### config.mk
export PLATFORM = sky130hd
export DESIGN_NAME = max_priority_queue_array_unit
export DESIGN_NICKNAME = d
export VERILOG_FILES = /design/src/rtl/core/mpq_pkg.sv /design/src/rtl/core/max_priority_queue_array_unit.sv /design/src/rtl/core/mpq_ram.sv
export SDC_FILE = /design/constraint.sdc
export NUM_CORES = 1
export LEC_CHECK = 0
export BUFFER_PORTS_ARGS = -buffer_cell sky130_fd_sc_hd__buf_2
export CELL_PAD_IN_SITES_DETAIL_PLACEMENT = 1
export CELL_PAD_IN_SITES_GLOBAL_PLACEMENT = 1
export CORE_ASPECT_RATIO = 1.5
export CORE_MARGIN = 2
export CORE_UTILIZATION = 46
export DETAILED_ROUTE_END_ITERATION = 8
export PLACE_DENSITY = 0.83
export SYNTH_ARGS = -nofsm -noshare
export SYNTH_HDL_FRONTEND = slang
export SYNTH_SLANG_ARGS = --single-unit
### constraint.sdc
create_clock -name clk -period 4.4 [get_ports clk]
set_clock_uncertainty 0.05 [all_clocks]
set_input_delay 0.88 -clock clk [delete_from_list [all_inputs] [get_ports clk]]
set_output_delay 0.88 -clock clk [all_outputs]
set_load 0.02 [all_outputs]
### src/rtl/core/mpq_pkg.sv
// ----------------------------------------------------------------------------
// mpq_pkg
// Types and constants for the array priority queue.
// ----------------------------------------------------------------------------
`default_nettype none

package mpq_pkg;

  localparam int DEPTH_DEF = 8;
  localparam int ID_W      = 16;
  localparam int PRIO_W    = 8;
  localparam int BURST_W   = 16;
  localparam int OCC_W     = 4;

  typedef struct packed {
    logic [ID_W-1:0]    id;
    logic [PRIO_W-1:0]  prio;
    logic [BURST_W-1:0] burst;
  } rec_t;

  typedef enum logic [1:0] {
    ST_INSERTED  = 2'd0,
    ST_OVERFLOW  = 2'd1,
    ST_REMOVED   = 2'd2,
    ST_UNDERFLOW = 2'd3
  } status_t;

endpackage

`default_nettype wire

### src/rtl/core/max_priority_queue_array_unit.sv
// ----------------------------------------------------------------------------
// max_priority_queue_array_unit
// Insert: the record is written on accept, then S_DONE loads the result.
// Remove: one store read per cycle for the scan (S_SCAN) and one read/write
// per cycle to close the gap (S_SHIFT). Underflow and overflow skip the store.
// Input is held off until the result loads the output register.
// Synchronous reset empties the queue; stored records are not cleared.
// ----------------------------------------------------------------------------
`default_nettype none

module max_priority_queue_array_unit
  import mpq_pkg::*;
#(
  parameter int DEPTH = DEPTH_DEF
) (
  input  wire logic                clk,
  input  wire logic                rst_n,
  input  wire logic                in_valid,
  output logic                     in_stall,
  input  wire logic                in_mode,
  input  wire logic [ID_W-1:0]     in_proc_id,
  input  wire logic [PRIO_W-1:0]   in_priority_req,
  input  wire logic [BURST_W-1:0]  in_burst_time,
  output logic                     out_valid,
  input  wire logic                out_stall,
  output logic [1:0]               out_status,
  output logic [ID_W-1:0]          out_proc_id,
  output logic [PRIO_W-1:0]        out_priority,
  output logic [BURST_W-1:0]       out_burst_time,
  output logic [OCC_W-1:0]         out_occupancy
);

  localparam int CW  = $clog2(DEPTH + 1);
  localparam int CW1 = CW + 1;
  localparam int AW  = (DEPTH > 1) ? $clog2(DEPTH) : 1;

  typedef enum logic [3:0] {
    S_IDLE  = 4'b0001,
    S_SCAN  = 4'b0010,
    S_SHIFT = 4'b0100,
    S_DONE  = 4'b1000
  } state_t;

  state_t          state_r, state_nxt;
  logic [CW-1:0]   count_r, count_nxt;
  logic [CW-1:0]   idx_r, idx_nxt;
  logic [CW-1:0]   best_idx_r, best_idx_nxt;
  rec_t            best_r, best_nxt;
  status_t         status_r, status_nxt;

  logic            out_valid_r;
  status_t         out_status_r;
  rec_t            out_rec_r;
  logic [OCC_W-1:0] out_occ_r;

  logic            wr_en;
  logic [AW-1:0]   wr_addr;
  rec_t            wr_data;
  logic [AW-1:0]   rd_addr;
  rec_t            rd_data;

  logic            out_free;
  logic            cand_better;
  rec_t            sel_rec;
  logic [CW-1:0]   sel_idx;
  logic [CW-1:0]   sel_idx_p1;
  logic [CW1-1:0]  shift_p2;

  mpq_ram #(
    .DEPTH (DEPTH),
    .AW    (AW)
  ) u_ram (
    .clk     (clk),
    .wr_en   (wr_en),
    .wr_addr (wr_addr),
    .wr_data (wr_data),
    .rd_addr (rd_addr),
    .rd_data (rd_data)
  );

  assign in_stall = (state_r != S_IDLE);
  assign out_free = !out_valid_r || !out_stall;

  assign cand_better = (idx_r == CW'(1)) || (rd_data.prio > best_r.prio);
  assign sel_rec     = cand_better ? rd_data : best_r;
  assign sel_idx     = cand_better ? (idx_r - CW'(1)) : best_idx_r;
  assign sel_idx_p1  = sel_idx + CW'(1);
  assign shift_p2    = {1'b0, idx_r} + CW1'(2);

  always_comb begin
    state_nxt    = state_r;
    count_nxt    = count_r;
    idx_nxt      = idx_r;
    best_idx_nxt = best_idx_r;
    best_nxt     = best_r;
    status_nxt   = status_r;
    wr_en        = 1'b0;
    wr_addr      = count_r[AW-1:0];
    wr_data      = '{id: in_proc_id, prio: in_priority_req, burst: in_burst_time};
    rd_addr      = '0;
    unique case (state_r)
      S_IDLE: begin
        if (in_valid) begin
          if (!in_mode) begin
            best_nxt  = '0;
            state_nxt = S_DONE;
            if (count_r == CW'(DEPTH)) begin
              status_nxt = ST_OVERFLOW;
            end else begin
              wr_en      = 1'b1;
              count_nxt  = count_r + CW'(1);
              status_nxt = ST_INSERTED;
            end
          end else if (count_r == '0) begin
            best_nxt   = '0;
            status_nxt = ST_UNDERFLOW;
            state_nxt  = S_DONE;
          end else begin
            idx_nxt   = CW'(1);
            state_nxt = S_SCAN;
          end
        end
      end
      S_SCAN: begin
        best_nxt     = sel_rec;
        best_idx_nxt = sel_idx;
        if (idx_r != count_r) begin
          rd_addr = idx_r[AW-1:0];
          idx_nxt = idx_r + CW'(1);
        end else if (sel_idx_p1 < count_r) begin
          rd_addr   = sel_idx_p1[AW-1:0];
          idx_nxt   = sel_idx;
          state_nxt = S_SHIFT;
        end else begin
          count_nxt  = count_r - CW'(1);
          status_nxt = ST_REMOVED;
          state_nxt  = S_DONE;
        end
      end
      S_SHIFT: begin
        wr_en   = 1'b1;
        wr_addr = idx_r[AW-1:0];
        wr_data = rd_data;
        if (shift_p2 < {1'b0, count_r}) begin
          rd_addr = shift_p2[AW-1:0];
          idx_nxt = idx_r + CW'(1);
        end else begin
          count_nxt  = count_r - CW'(1);
          status_nxt = ST_REMOVED;
          state_nxt  = S_DONE;
        end
      end
      S_DONE: begin
        if (out_free) begin
          state_nxt = S_IDLE;
        end
      end
      default: begin
        state_nxt = S_IDLE;
      end
    endcase
  end

  always_ff @(posedge clk) begin
    if (!rst_n) begin
      state_r     <= S_IDLE;
      count_r     <= '0;
      out_valid_r <= 1'b0;
    end else begin
      state_r <= state_nxt;
      count_r <= count_nxt;
      if (state_r == S_DONE && out_free) begin
        out_valid_r <= 1'b1;
      end else if (!out_stall) begin
        out_valid_r <= 1'b0;
      end
    end
  end

  always_ff @(posedge clk) begin
    idx_r      <= idx_nxt;
    best_idx_r <= best_idx_nxt;
    best_r     <= best_nxt;
    status_r   <= status_nxt;
    if (state_r == S_DONE && out_free) begin
      out_status_r <= status_r;
      out_rec_r    <= best_r;
      out_occ_r    <= OCC_W'(count_r);
    end
  end

  assign out_valid      = out_valid_r;
  assign out_status     = out_status_r;
  assign out_proc_id    = out_rec_r.id;
  assign out_priority   = out_rec_r.prio;
  assign out_burst_time = out_rec_r.burst;
  assign out_occupancy  = out_occ_r;

endmodule

`default_nettype wire

### src/rtl/core/mpq_ram.sv
// ----------------------------------------------------------------------------
// mpq_ram
// Record store: one write port, one read port with registered read data.
// ----------------------------------------------------------------------------
`default_nettype none

module mpq_ram
  import mpq_pkg::*;
#(
  parameter int DEPTH = DEPTH_DEF,
  parameter int AW    = (DEPTH > 1) ? $clog2(DEPTH) : 1
) (
  input  wire logic          clk,
  input  wire logic          wr_en,
  input  wire logic [AW-1:0] wr_addr,
  input  wire rec_t          wr_data,
  input  wire logic [AW-1:0] rd_addr,
  output rec_t               rd_data
);

  rec_t mem [DEPTH];

  always_ff @(posedge clk) begin
    if (wr_en) begin
      mem[wr_addr] <= wr_data;
    end
  end

  always_ff @(posedge clk) begin
    rd_data <= mem[rd_addr];
  end

endmodule

`default_nettype wire

## Word level (Yosys, flattened, before mapping)

Memory sizes are Yosys's and may differ from the RTL's. A register that Yosys moved wholly into a read port is not among the register bits.
Cells that the tools add are included.

| word-level totals | value |
|---|---|
| flip-flop bits (word level) | 105 |
| bits in writable memories | 320 |
| input bits | 45 |
| output and inout bits | 48 |
| memories kept | 1 |

Memory list:

| memory | depth | bits a word | rd ports | clocked after memory_dff | write ports | line | RTL |
|---|---|---|---|---|---|---|---|
| u_ram.mem | 8 | 40 | 1 | 1 | 1 | mpq_ram.sv:21 | `rec_t mem [DEPTH];` |

| operators by class | value |
|---|---|
| add/sub/neg operators | 6 |
| $lt $le $gt $ge | 3 |
| equal/unequal tests | 22 |
| muxes and demuxes | 50 |
| reductions and logical operators | 13 |

Operator list:

| kind | number |
|---|---|
| 2-to-1 mux 40 bit | 5 |
| 2-to-1 mux 4 bit | 20 |
| case mux 40 bit (2 select lines) | 1 |
| case mux 4 bit (3 select lines) | 2 |
| inequality test 2 bit, second input constant | 11 |
| case mux 4 bit (4 select lines) | 1 |
| adder 4 x 1 -> 4 bit, second input constant | 3 |
| 2-to-1 mux 2 bit | 6 |
| 2-to-1 mux 3 bit | 4 |
| AND reduction 6 bit | 2 |
| equality test 4 x 1 -> 1 bit, second input constant | 2 |
| equality test 4 bit, second input constant | 2 |
| > comparator 8 bit | 1 |
| 2-to-1 mux 1 bit | 8 |
| AND reduction 4 bit | 2 |
| subtractor 4 x 1 -> 4 bit, second input constant | 2 |
| AND reduction 7 bit | 1 |
| inequality test 3 bit, second input constant | 2 |
| case mux 2 bit (3 select lines) | 1 |
| case mux 3 bit (2 select lines) | 1 |
| adder 4 x 2 -> 5 bit, second input constant | 1 |
| < comparator 5 x 4 -> 1 bit | 1 |
| equality test 4 x 2 -> 1 bit, second input constant | 1 |
| equality test 4 x 3 -> 1 bit, second input constant | 1 |
| other kinds (11) | 13 |

## Depth between registers and ports, before layout

Gate-level depths: netlist of the first run.

| depth | value |
|---|---|
| depth after elaboration | 8 |
| depth in mapped cells | 23 |

## Cells and area by module

A second synthesis of the first run with hierarchy kept.

| unflattened totals | value |
|---|---|
| cells, all modules | 983 |
| area total of the unflattened synthesis | 18342.6 sq um |

By module, submodules not included:

| module | times used | cells each | area each (sq um) |
|---|---|---|---|
| mpq_ram | 1 | 515 | 13171.4 |
| max_priority_queue_array_unit | 1 | 468 | 5171.2 |

## Worst setup path after synthesis of the first run

Ideal clock, no wire load.

| timing path | value |
|---|---|
| path type | flip-flop to flip-flop |
| start | register best_r[19] (netlist name) |
| end | register best_r[0] (netlist name) (enable) |
| data arrival time | 4291 ps |
| data required time | 3852 ps |
| slack | -439 ps |
| stages on the path, launching flop included | 7 |
| path buffers | 0 |
| period minus slack after synthesis | 4839 ps |
| cell sequence | edfxtp_1 -> inv_1 -> ha_1 -> and4_1 -> a211oi_1 -> nor2_1 -> a211oi_1 |

| between the ends | value |
|---|---|
| longest elaborated chain between the ends | 4 |

RTL lines:

| what | line | RTL |
|---|---|---|
| start: declaration | max_priority_queue_array_unit.sv:48 | `rec_t best_r, best_nxt;` |
| start signal: assignment | max_priority_queue_array_unit.sv:183 | `best_r <= best_nxt;` |
| > comparator 8 bit | max_priority_queue_array_unit.sv:84 | `assign cand_better = (idx_r == CW'(1)) \|\| (rd_data.prio > best_r.prio);` |
| logical OR 1 bit | max_priority_queue_array_unit.sv:84 |  |
| inequality test 2 bit (no source line) | -- |  |
| AND reduction 4 bit (no source line) | -- |  |

No other way between the ends.
A chain may end at the register's enable or synchronous reset.

## Worst setup path in the final report of the first run

| timing path | value |
|---|---|
| start | register best_r[17] (netlist name) |
| end | register, netlist name u_ram.rd_data[16] |

| between the ends | value |
|---|---|
| longest elaborated chain between the ends | 8 |

RTL lines:

| what | line | RTL |
|---|---|---|
| > comparator 8 bit (*) | max_priority_queue_array_unit.sv:84 |  |
| logical OR 1 bit (*) | max_priority_queue_array_unit.sv:84 |  |
| 2-to-1 mux 4 bit (*) | max_priority_queue_array_unit.sv:86 | `assign sel_idx = cand_better ? (idx_r - CW'(1)) : best_idx_r;` |
| via sel_idx[0] | max_priority_queue_array_unit.sv:65 | `logic [CW-1:0] sel_idx;` |
| adder 4 x 1 -> 4 bit (*) | max_priority_queue_array_unit.sv:87 | `assign sel_idx_p1 = sel_idx + CW'(1);` |
| < comparator 4 bit | max_priority_queue_array_unit.sv:130 | `end else if (sel_idx_p1 < count_r) begin` |
| 2-to-1 mux 3 bit (*) | max_priority_queue_array_unit.sv:130 |  |
| 2-to-1 mux 3 bit (*) | max_priority_queue_array_unit.sv:127 | `if (idx_r != count_r) begin` |
| case mux 3 bit (2 select lines) (*) | max_priority_queue_array_unit.sv:101 | `unique case (state_r)` |

The timed path passes the listed nets; every way through them passes the cells marked *.

==> summary.txt, run 1 <==
Outcome
  – Status: finished, violations left
  – Failing checks: setup timing

Power and ir drop
  – Worst vdd ir: between 0.0002 and 0.0003 V
  – Flop pwr share: about 48%
  – Comb pwr share: 19.7%
  – Pint: 8.61 mW
  – Switching Share: 28.5%
  – Psw: between 3 and 4 mW
  – Proportion of power drawn by the clock network: 32.8%
  – P_leak: ~8.6 nW
  – PD cells: 525 mW/mm^2

Setup path
  – Crit-path max FO: 16
  – WS Path Type: flip-flop to flip-flop
  – Crit. End Element: flip-flop
  – Reg-to-reg slack, setup: -0.63 ns
  – CP arrival: 5.40 ns
  – Worst EP required: between 4 and 5 ns
  – Type of origin of the critical path: flip-flop

Placed design
  – PortBufs: 92
  – Post-DP HPWL: slightly below 30000 um
  – Cell Area, Placed: about 0.02 mm^2
  – Routability congestion estimate from global placement: 0.839

Timing
  – F_max: 0.199 GHz
  – Final hold vios: 0
  – RSZ-0062 raised after global routing: true
  – Setup violations, final: 42
  – Worst slew margin: 28.7%
  – Final worst setup slack: -0.629 ns
  – Tmin final: 5.03 ns
  – Max-slew violation count: 0
  – Crit share post-route: 114%
  – Worst-Margin Slew: 1.07 ns

GRT
  – Initial antenna violation count: 0
  – GRT overflow: 0
  – Largest net degree at the start of global routing: slightly above 50
  – All-Layer GR Usage: 27.1%
  – Vias in the first global route: 13300
  – First-pass GRT wire length: 84600 um

Clock tree
  – Worst skew pair latency: 0.58 ns
  – Clk slew on worst S/H paths: 0.07 ns
  – TritonCTS clock tree: yes
  – CTS Hold Bufs: 0
  – Clock Tree Root: clkbuf_16
  – Cts bufs inserted: 42
  – H-tree depth: 2
  – Max clock buf depth: 3
  – CTS sink cnt: 465

Finish
  – Layout net count: between 1500 and 2000
  – ANT cells: 0
  – Share of post-route cells with drive strength above 1: a little over a quarter
  – Design area: 0.0229 mm^2
  – # fillers: 3768
  – Area Growth Syn to Fin: 21.8%
  – Fin util: 56.9%

Yosys
  – Syn Inst Count: 1283
  – Main synth FF type: edfxtp_1
  – Async S/R FF share, synth: 0%
  – Synthesized cell area: approximately 0.019 mm^2
  – Ys Warns: 0
  – Sequential share of the synthesized area: 71.6%
  – Distinct cells, synth: between 50 and 60
  – Seq cells post-synth: 465
  – Post-Syn Nets: 1353
  – EDFF count, synth: around 420
  – Avg Synthesized Cell Area: 14.7 um^2

Floorplan
  – Die width: 169 um
  – Cell row count: 90
  – Die H: 252 um
  – Die area: roughly 0.043 mm^2
  – # IOs: between 90 and 100
  – Starting Density: between 40% and 50%
  – Core Area: roughly 0.04 mm^2

Routing
  – Metal3 WL: 4240 um
  – Residual DRC: 0
  – Vias: 12100
  – DRT Pass-1 Iters: 5
  – Final wirelength: 60500 um
  – Routed wl met2: around 32000 um
  – Vias per cell: 6.10
  – DRT met1 WL: 21800 um
  – Per-cell routed wire length: 30.4 um
  – Initial DRC count: around 1400
  – DRT antenna net count: 0
  – Top Layer Used: met4

Run
  – Max Cap Viol: 0

Hold path
  – Hold crit path type: flip-flop to flip-flop
==> metal layers <==
metal	vias to the layer above	global-route usage, %
li1	5011	-
met4	0	14.8
met2	707	47.9
met5	-	0
met1	6223	31.5
met3	186	4.19
==> power by group through the flow <==
stage / Sequential, mW / Clock (mW) / Combinational (mW)
after floorplan: 5.75 / 0 / 0.891
after global placement: 5.73 / 0 / 1.57
after detailed placement: 5.76 / 0 / 1.70
after CTS: 5.69 / 3.93 / 2.02
after global routing: 5.75 / 4.11 / 2.49
final: 5.72 / 3.95 / 2.38
==> placed cells by master, fill, tap and decap left out, types with 6 or more instances in the layout <==
cell type | Yosys | layout
a21boi_0 | 40 | 36
a21oi_1 | 16 | 11
and2_1 | 43 | 41
and3_1 | 43 | 41
buf_12 | 0 | 14
buf_16 | 0 | 8
buf_2 | 16 | 92
buf_4 | 0 | 62
clkbuf_1 | 44 | 7
clkbuf_16 | 0 | 47
clkbuf_8 | 0 | 6
clkinv_2 | 0 | 8
dfxtp_1 | 49 | 48
edfxtp_1 | 416 | 416
ha_1 | 24 | 14
ha_4 | 0 | 10
inv_1 | 182 | 178
mux2i_1 | 42 | 33
mux4_2 | 40 | 40
nand2_1 | 130 | 129
nor2_1 | 33 | 23
nor2_4 | 0 | 9
o211ai_1 | 41 | 41
o221ai_2 | 0 | 36
xnor2_1 | 7 | 7
==> cell usage after synthesis, drive strengths merged, types with 24 or more instances <==
cell type	number	area (um^2)
dfxtp	49	981
nor2	33	124
clkbuf	44	165
and2	43	269
o221ai	40	350
mux4	40	901
and3	43	269
ha	24	300
inv	183	687
mux2i	42	420
a21boi	41	308
nand2	130	488
edfxtp	416	12500
o211ai	41	308
==> flip-flops by register name, indices dropped and copies added, names as in the netlist <==
signal	cells
u_ram.mem	320
best_r	40
u_ram.rd_data	40
out_burst_time	16
out_proc_id	16
out_priority	8
best_idx_r	4
count_r	4
idx_r	4
out_occupancy	4
state_r	4
out_status	2
status_r	2
out_valid	1
==> cells by family (layout without fill, tap and decap cells) <==
kind of cell | count (synthesis) | in the layout | share of synthesized area (%)
buffers and inverters | 247 | 446 | 5.03
and+or+nand+nor | 276 | 276 | 7.04
AOI/OAI and AO/OA | 177 | 177 | 7.14
adders and majority gates | 25 | 25 | 1.70
xor gates and xnor gates | 11 | 11 | 0.512
muxes | 82 | 82 | 7.02
DFF | 465 | 465 | 71.6
==> timing repair <==
| item | CTS | global route |
|---|---|---|
| endpoints found under the setup margin | 40 | 44 |
| buffers inserted | 13 | 11 |
| gates resized for setup | 89 | 36 |
| hold endpoints to repair | 0 | 0 |
| pin swaps | 26 | 45 |
| cloned | 6 | 3 |
==> through the flow <==
stage	power [mW]	setup WS [ns]	instances	hold WS [ns]	setup TNS, ns
2_1_floorplan	6.64	0.0119	1283	0.350	0
3_3_place_gp	7.29	-0.0946	1878	0.351	-3.09
3_5_place_dp	7.46	-0.529	1878	0.356	-18.73
4_1_cts	11.6	-0.0890	1975	0.371	-1.25
5_1_grt	12.3	-0.659	1988	0.377	-23.36
6_report	12.0	-0.629	1988	0.368	-20.52
==> critical path: stages, from the launching register on <==
cell and delay (ns):
edfxtp_1 0.42, inv_2 0.09, ha_4 0.20, nor2b_4 0.12, o211ai_1 0.35, a211oi_4 0.16, buf_4 0.18, o21ai_2 0.20
buf_4 0.15, buf_4 0.17, and2_1 0.19, nand3_1 0.12, xnor2_1 0.20, ha_1 0.30, buf_4 0.16, a21oi_2 0.17
and2_4 0.20, buf_6 0.10, a221oi_4 0.05, buf_6 0.19, buf_12 0.14, buf_16 0.15, and3_1 0.20, o211ai_1 0.38
o221ai_2 0.21
==> worst paths after layout <==
check | from | end | cells past startpoint
worst max-delay path | best_r[17] | u_ram.rd_data[16] | 24
worst min-delay path | best_r[38] | out_proc_id[14] | 0
worst max register to register | best_r[17] | u_ram.rd_data[16] | 24
worst min register to register | best_r[38] | out_proc_id[14] | 0
==> cell type report <==
class	count	area (um^2)	area share, %
inverter	183	687	3.00
sequential	465	13500	58.8
timing repair buffer	185	1560	6.82
clock inverter	20	220	0.961
clock buffer	58	1230	5.39
multi-input combinational	571	5110	22.3
tap	506	633	2.76
Power figures use the tool's default switching activity.
==> run 2: changes to the inputs <==
Settings changed: SETUP_SLACK_MARGIN set to 0.05.
==> run 2 against run 1 <==
Highest routed layer is now met5. Largest cell class unchanged. Combinational power fell by 5%. Clock power fell by 2%. Critical path depth fell by 5. Sequential cell count did not move. Die area did not move. The flow still finishes with violations (setup timing). Clock-buffer cell count fell by 4.
==> summary.txt, run 2 (synthesis results as in run 1) <==
Outcome
  – Status: finished, violations left
  – Failing checks: setup timing

Setup path
  – WS Path Type: flip-flop to flip-flop
  – Crit-path max FO: 15
  – Worst EP required: 4.77 ns
  – CP Launch Point: best_r[18]
  – Type of origin of the critical path: flip-flop
  – CP arrival: 5.30 ns
  – Reg-to-Reg Start: best_r[18]
  – Crit. End Element: flip-flop

Placed design
  – Cell count after placement: 1889
  – Post-DP HPWL: ~30000 um
  – Cell Area, Placed: 0.0205 mm^2
  – PortBufs: 92
  – Routability congestion estimate from global placement: 0.854

GRT
  – All-Layer GR Usage: 27.9%
  – GRT overflow: 0
  – Vias in the first global route: 13100
  – Initial antenna violation count: 2
  – Largest net degree at the start of global routing: 61
  – First-pass GRT wire length: between 80000 and 90000 um

Hold path
  – Worst hold path startpoint: best_r[6]
  – Hold crit path type: flip-flop to flip-flop

Finish
  – Design area: around 0.023 mm^2
  – Share of post-route cells with drive strength above 1: 29.7%
  – Most frequent cells in the layout: 416 x edfxtp_1, 178 x inv_1, 129 x nand2_1
  – Commonest non-fill, non-tap cell in the layout: edfxtp_1
  – Largest regs: u_ram.mem (320), best_r (40), u_ram.rd_data (40)
  – Final Non-Filler Cells: 2014
  – Layout net count: roughly 1500
  – Top reg by flops: u_ram.mem
  – Area Growth Syn to Fin: 24.0%
  – Max reg flops: between 300 and 400

Run
  – Max Cap Viol: 0

Timing
  – Max-slew violation count: 0
  – Worst-Margin Slew: 0.945 ns
  – Final hold vios: 0
  – Setup violations, final: 40
  – Post-route setup TNS: -15.25 ns
  – F_max: 0.203 GHz
  – Tmin final: just under 5 ns
  – Crit share post-route: 112%
  – Final worst setup slack: -0.527 ns
  – Worst slew margin: 36.3%
  – RSZ-0062 raised after global routing: true

Power and ir drop
  – Worst vdd ir: between 0.0003 and 0.0004 V
  – P_leak: a little under 9 nW
  – PD cells: between 500 and 600 mW/mm^2
  – Final Total Pwr: roughly 12 mW

Routing
  – Residual DRC: 0
  – Vias: roughly 13000
  – DRT antenna net count: 0
  – DRT Pass-1 Iters: 6
  – Per-cell routed wire length: 32.8 um
  – Vias per cell: 6.31
  – Initial DRC count: 1484
  – Final wirelength: between 60000 and 70000 um

Floorplan
  – Starting Density: between 40% and 50%
  – Die H: 252 um
  – Cell row count: 90
  – Die area: between 0.04 and 0.05 mm^2
  – # IOs: 93
  – Core Area: 0.0403 mm^2
  – Die width: between 150 and 200 um

Clock tree
  – CTS sink cnt: 465
  – CTS Hold Bufs: 0
  – Worst skew pair latency: 0.58 ns
  – TritonCTS clock tree: yes
  – Cts bufs inserted: 42
  – Clock Tree Root: clkbuf_16
  – Clk slew on worst S/H paths: 0.07 ns
  – H-tree depth: 2
  – Max clock buf depth: 3
-- run 2: path summary, 6_finish.rpt --
kind                       endpoint  slack [ns]  cells past startpoint
setup / recovery  u_ram.rd_data[38]       -0.53                     19
hold / removal    out_burst_time[6]        0.37                      0
setup reg to reg  u_ram.rd_data[38]       -0.53                     19
hold reg to reg   out_burst_time[6]        0.37                      0
-- run 2: routing by layer --
layer	global-route usage, %	share of wire, %	vias up	wire (um)
li1	-	-	5060	-
met1	33.5	35	6454	22800
met2	49.7	51	914	33700
met3	3.55	8.2	269	5420
met4	13.6	6.2	2	4130
met5	0	0.021	-	14
-- run 2: final cells by class --
cell class | instances | area [um^2]
clock buffers | 54 | 1160
inverters | 183 | 687
repair buffers | 210 | 1950
diodes | 1 | 2.50
clock inverters | 24 | 254
fillers | 3734 | 17000
flip-flops and latches | 465 | 13500
well taps | 506 | 633
multi-input cells | 571 | 5190
-- run 2: metrics by stage --
| step | hold WS, ns | utilization [%] | setup WS, ns |
|---|---|---|---|
| after floorplan | 0.350 | - | 0.0751 |
| after global placement | 0.351 | 50.9 | -0.112 |
| after detailed placement | 0.360 | 50.9 | -0.508 |
| after CTS | 0.370 | 56.5 | -0.130 |
| after global routing | 0.372 | 57.9 | -0.583 |
| final | 0.374 | 57.9 | -0.527 |
-- run 2: repair_timing --
item | in CTS | in global routing
resized for setup | 148 | 62
endpoints found under the setup margin | 44 | 42
setup buffers | 14 | 26
cloned | 7 | 9
pin swaps | 64 | 46
-- run 2: report_power, final --
part           switching (mW)  internal, mW  total (mW)
Sequential              0.272          5.47        5.74
Combinational            1.43         0.829        2.26
Clock                    1.75          2.12        3.87
-- run 2: worst max-delay path, stage by stage, from the launching register on --
cell       delay [ns]
edfxtp_1         0.39
inv_1            0.08
ha_1             0.36
and4_4           0.28
nand2b_1         0.10
a22o_4           0.26
o21ai_1          0.36
and2_1           0.30
nand3_2          0.12
xnor2_2          0.16
ha_1             0.35
a2111oi_4        0.33
buf_4            0.19
and3_4           0.19
nand3_4          0.14
buf_12           0.17
buf_16           0.16
and3_1           0.20
o211ai_1         0.38
o221ai_2         0.21
==> run 3: changes to the inputs <==
==> constraint.sdc (replaced) <==
create_clock -name clk -period 4.4 [get_ports clk]
set_clock_uncertainty 0.05 [all_clocks]
set_input_delay 0.44 -clock clk [delete_from_list [all_inputs] [get_ports clk]]
set_output_delay 0.44 -clock clk [all_outputs]
set_load 0.02 [all_outputs]
==> run 3 against run 2 <==
The run still ends with setup timing left. Final area decreased by 2.0%. Utilization down 1.2 points. Critical path depth rose by 5. Non-clock buffer count down 17. Sequential power about the same. Sequential share of layout area up 1.2 points. Wire length down 9.3%. Worst setup slack got worse by 0.15 ns. Clock power increased by 1%. Critical endpoint is now u_ram.rd_data[17]. Largest cell class unchanged. Highest routed layer is now met4.
==> summary.txt, run 3 (synthesis results as in run 1) <==
Power and ir drop
  – PD cells: 519 mW/mm^2
  – Final Total Pwr: 11.9 mW
  – P_leak: around 8.7 nW
  – Worst vdd ir: 0.000308 V

Floorplan
  – Cell row count: 90
  – Die H: 252 um
  – # IOs: 93
  – Die area: 0.0426 mm^2
  – Starting Density: 46.7%
  – Core Area: between 0.04 and 0.05 mm^2
  – Die width: roughly 170 um

Clock tree
  – TritonCTS clock tree: yes
  – Worst skew pair latency: ~0.58 ns
  – Clk slew on worst S/H paths: 0.07 ns
  – CTS sink cnt: 465
  – Max clock buf depth: 3
  – Cts bufs inserted: 43
  – CTS Hold Bufs: 0
  – H-tree depth: 2
  – Clock Tree Root: clkbuf_16

Hold path
  – Hold crit path type: primary input to flip-flop
  – Worst hold path startpoint: rst_n

Finish
  – Max reg flops: between 300 and 400
  – Area of the multi-input gates: 0.00495 mm^2
  – ANT cells: 0
  – Commonest non-fill, non-tap cell in the layout: edfxtp_1
  – Reg area: between 0.01 and 0.015 mm^2
  – # fillers: 3758
  – Share of post-route cells with drive strength above 1: a little over a quarter
  – Area Growth Syn to Fin: 21.5%
  – Design area: 0.0229 mm^2
  – Most frequent cells in the layout: 416 x edfxtp_1, 179 x inv_1, 129 x nand2_1
  – Layout net count: between 1500 and 2000
  – Largest regs: u_ram.mem (320), best_r (40), u_ram.rd_data (40)
  – Top reg by flops: u_ram.mem

Setup path
  – Crit. End Element: flip-flop
  – CP arrival: ~5.5 ns
  – Crit path cell chain: inv_2 > ha_4 > nor2b_4 > o211ai_1 > a211oi_4 > or3_4 > and2_4 > ha_4 > inv_2 > a21oi_2 > or2_4 > ha_4 > o21ai_2 > nand2b_1 > a21oi_2 > and2_4 > buf_6 > a221oi_4 > buf_6 > buf_8 > buf_12 > a21boi_0 > o211ai_1 > o221ai_1
  – Type of origin of the critical path: flip-flop
  – Crit-path max FO: 6
  – Worst-path cell with the longest stage delay: edfxtp_1
  – Reg-to-Reg Start: best_r[17]
  – Worst EP required: approximately 4.8 ns
  – WS Path Type: flip-flop to flip-flop
  – Critical Path Max Stage Delay: 0.43 ns
  – Most common cell on crit path: ha_4
  – CP Launch Point: best_r[17]

Timing
  – Setup violations, final: 42
  – Crit share post-route: 115%
  – RSZ-0062 raised after global routing: true
  – Final worst setup slack: -0.678 ns
  – Max-slew violation count: 0
  – Worst-Margin Slew: 1.44 ns
  – Tmin final: between 5 and 6 ns
  – Worst slew margin: under 10%
  – Final hold vios: 0
  – F_max: 0.197 GHz

GRT
  – Largest net degree at the start of global routing: approximately 80
  – First-pass GRT wire length: 83600 um
  – GRT overflow: 0
  – Initial antenna violation count: 1
  – Vias in the first global route: 13400
  – All-Layer GR Usage: 26.6%

Routing
  – Vias per cell: 6.12
  – Per-cell routed wire length: ~30 um
  – DRT Pass-1 Iters: 5
  – DRT antenna net count: 0
  – Residual DRC: 0
  – Final wirelength: 60000 um
  – Vias: 12200
  – Initial DRC count: 1268

Outcome
  – Failing checks: setup timing
  – Status: finished, violations left

Placed design
  – Post-DP HPWL: 30000 um
  – PortBufs: 92
  – Routability congestion estimate from global placement: 0.833
  – Cell Area, Placed: 0.0205 mm^2

Run
  – Max Cap Viol: 0
==> run 3: changes by cell type in the layout (fill, tap and decap cells not counted), moves of 4 or more <==
| cell | previous run | this run |
|---|---|---|
| a21boi_0 | 12 | 20 |
| o221ai_1 | 1 | 26 |
| mux2i_2 | 9 | 1 |
| o221ai_2 | 38 | 14 |
| clkbuf_16 | 51 | 47 |
| buf_6 | 17 | 10 |
| clkinv_2 | 11 | 7 |
| clkinv_1 | 2 | 6 |
| mux2i_1 | 30 | 41 |
==> run 3: layer usage <==
metal	up-vias	track usage [%]	share of wire, %
met5	-	0	0
met4	0	13.4	5.9
met3	224	3.89	6.0
met2	718	47.7	52
met1	6261	30.8	36
li1	5018	-	-
==> run 3: where the power goes <==
group	switching [mW]	leakage (nW)	total (mW)	internal, mW
Sequential	0.250	4.21	5.72	5.47
Combinational	1.37	3.77	2.24	0.866
Clock	1.74	0.705	3.91	2.17
==> run 3: worst max-delay path: cells and delay by family, from the launching register on <==
kind,cells,cell delay [ns]
fa+ha+maj,3,0.65
simple gates,6,1.29
flops,1,0.43
compound gates,9,1.70
buf+inv,6,0.77
==> run 3: repair_timing <==
action,in CTS,in global routing
endpoints found under the setup margin,40,44
gates cloned,6,3
resized for setup,78,43
setup buffers,20,9
pin swaps,39,40
==> run 3: worst paths after layout <==
check	endpoint	slack, ns	cells past startpoint
worst max-delay path	u_ram.rd_data[17]	-0.68	24
worst min-delay path	state_r[0]	0.06	2
worst max register to register	u_ram.rd_data[17]	-0.68	24
worst min register to register	out_burst_time[4]	0.37	0
==> run 3: per-stage QoR <==
stage	hold slack, ns	instances	TNS [ns]	utilization [%]	setup slack, ns
3_5_place_dp	0.356	1882	-16.22	50.9	-0.473
2_1_floorplan	0.350	1283	0	-	0.0751
4_1_cts	0.0470	1988	-2.82	55.9	-0.141
6_report	0.0615	1998	-21.77	56.8	-0.678
3_3_place_gp	0.351	1882	-3.29	50.9	-0.107
5_1_grt	0.0545	1998	-24.98	56.8	-0.763
==> run 3: cell type report <==
type	count	share of cell area [%]
flip-flops and latches	465	58.9
clock inverters	24	1.07
well taps	506	2.77
multi-input cells	571	21.6
repair buffers	193	7.43
inverters	183	3.00
clock buffers	56	5.23
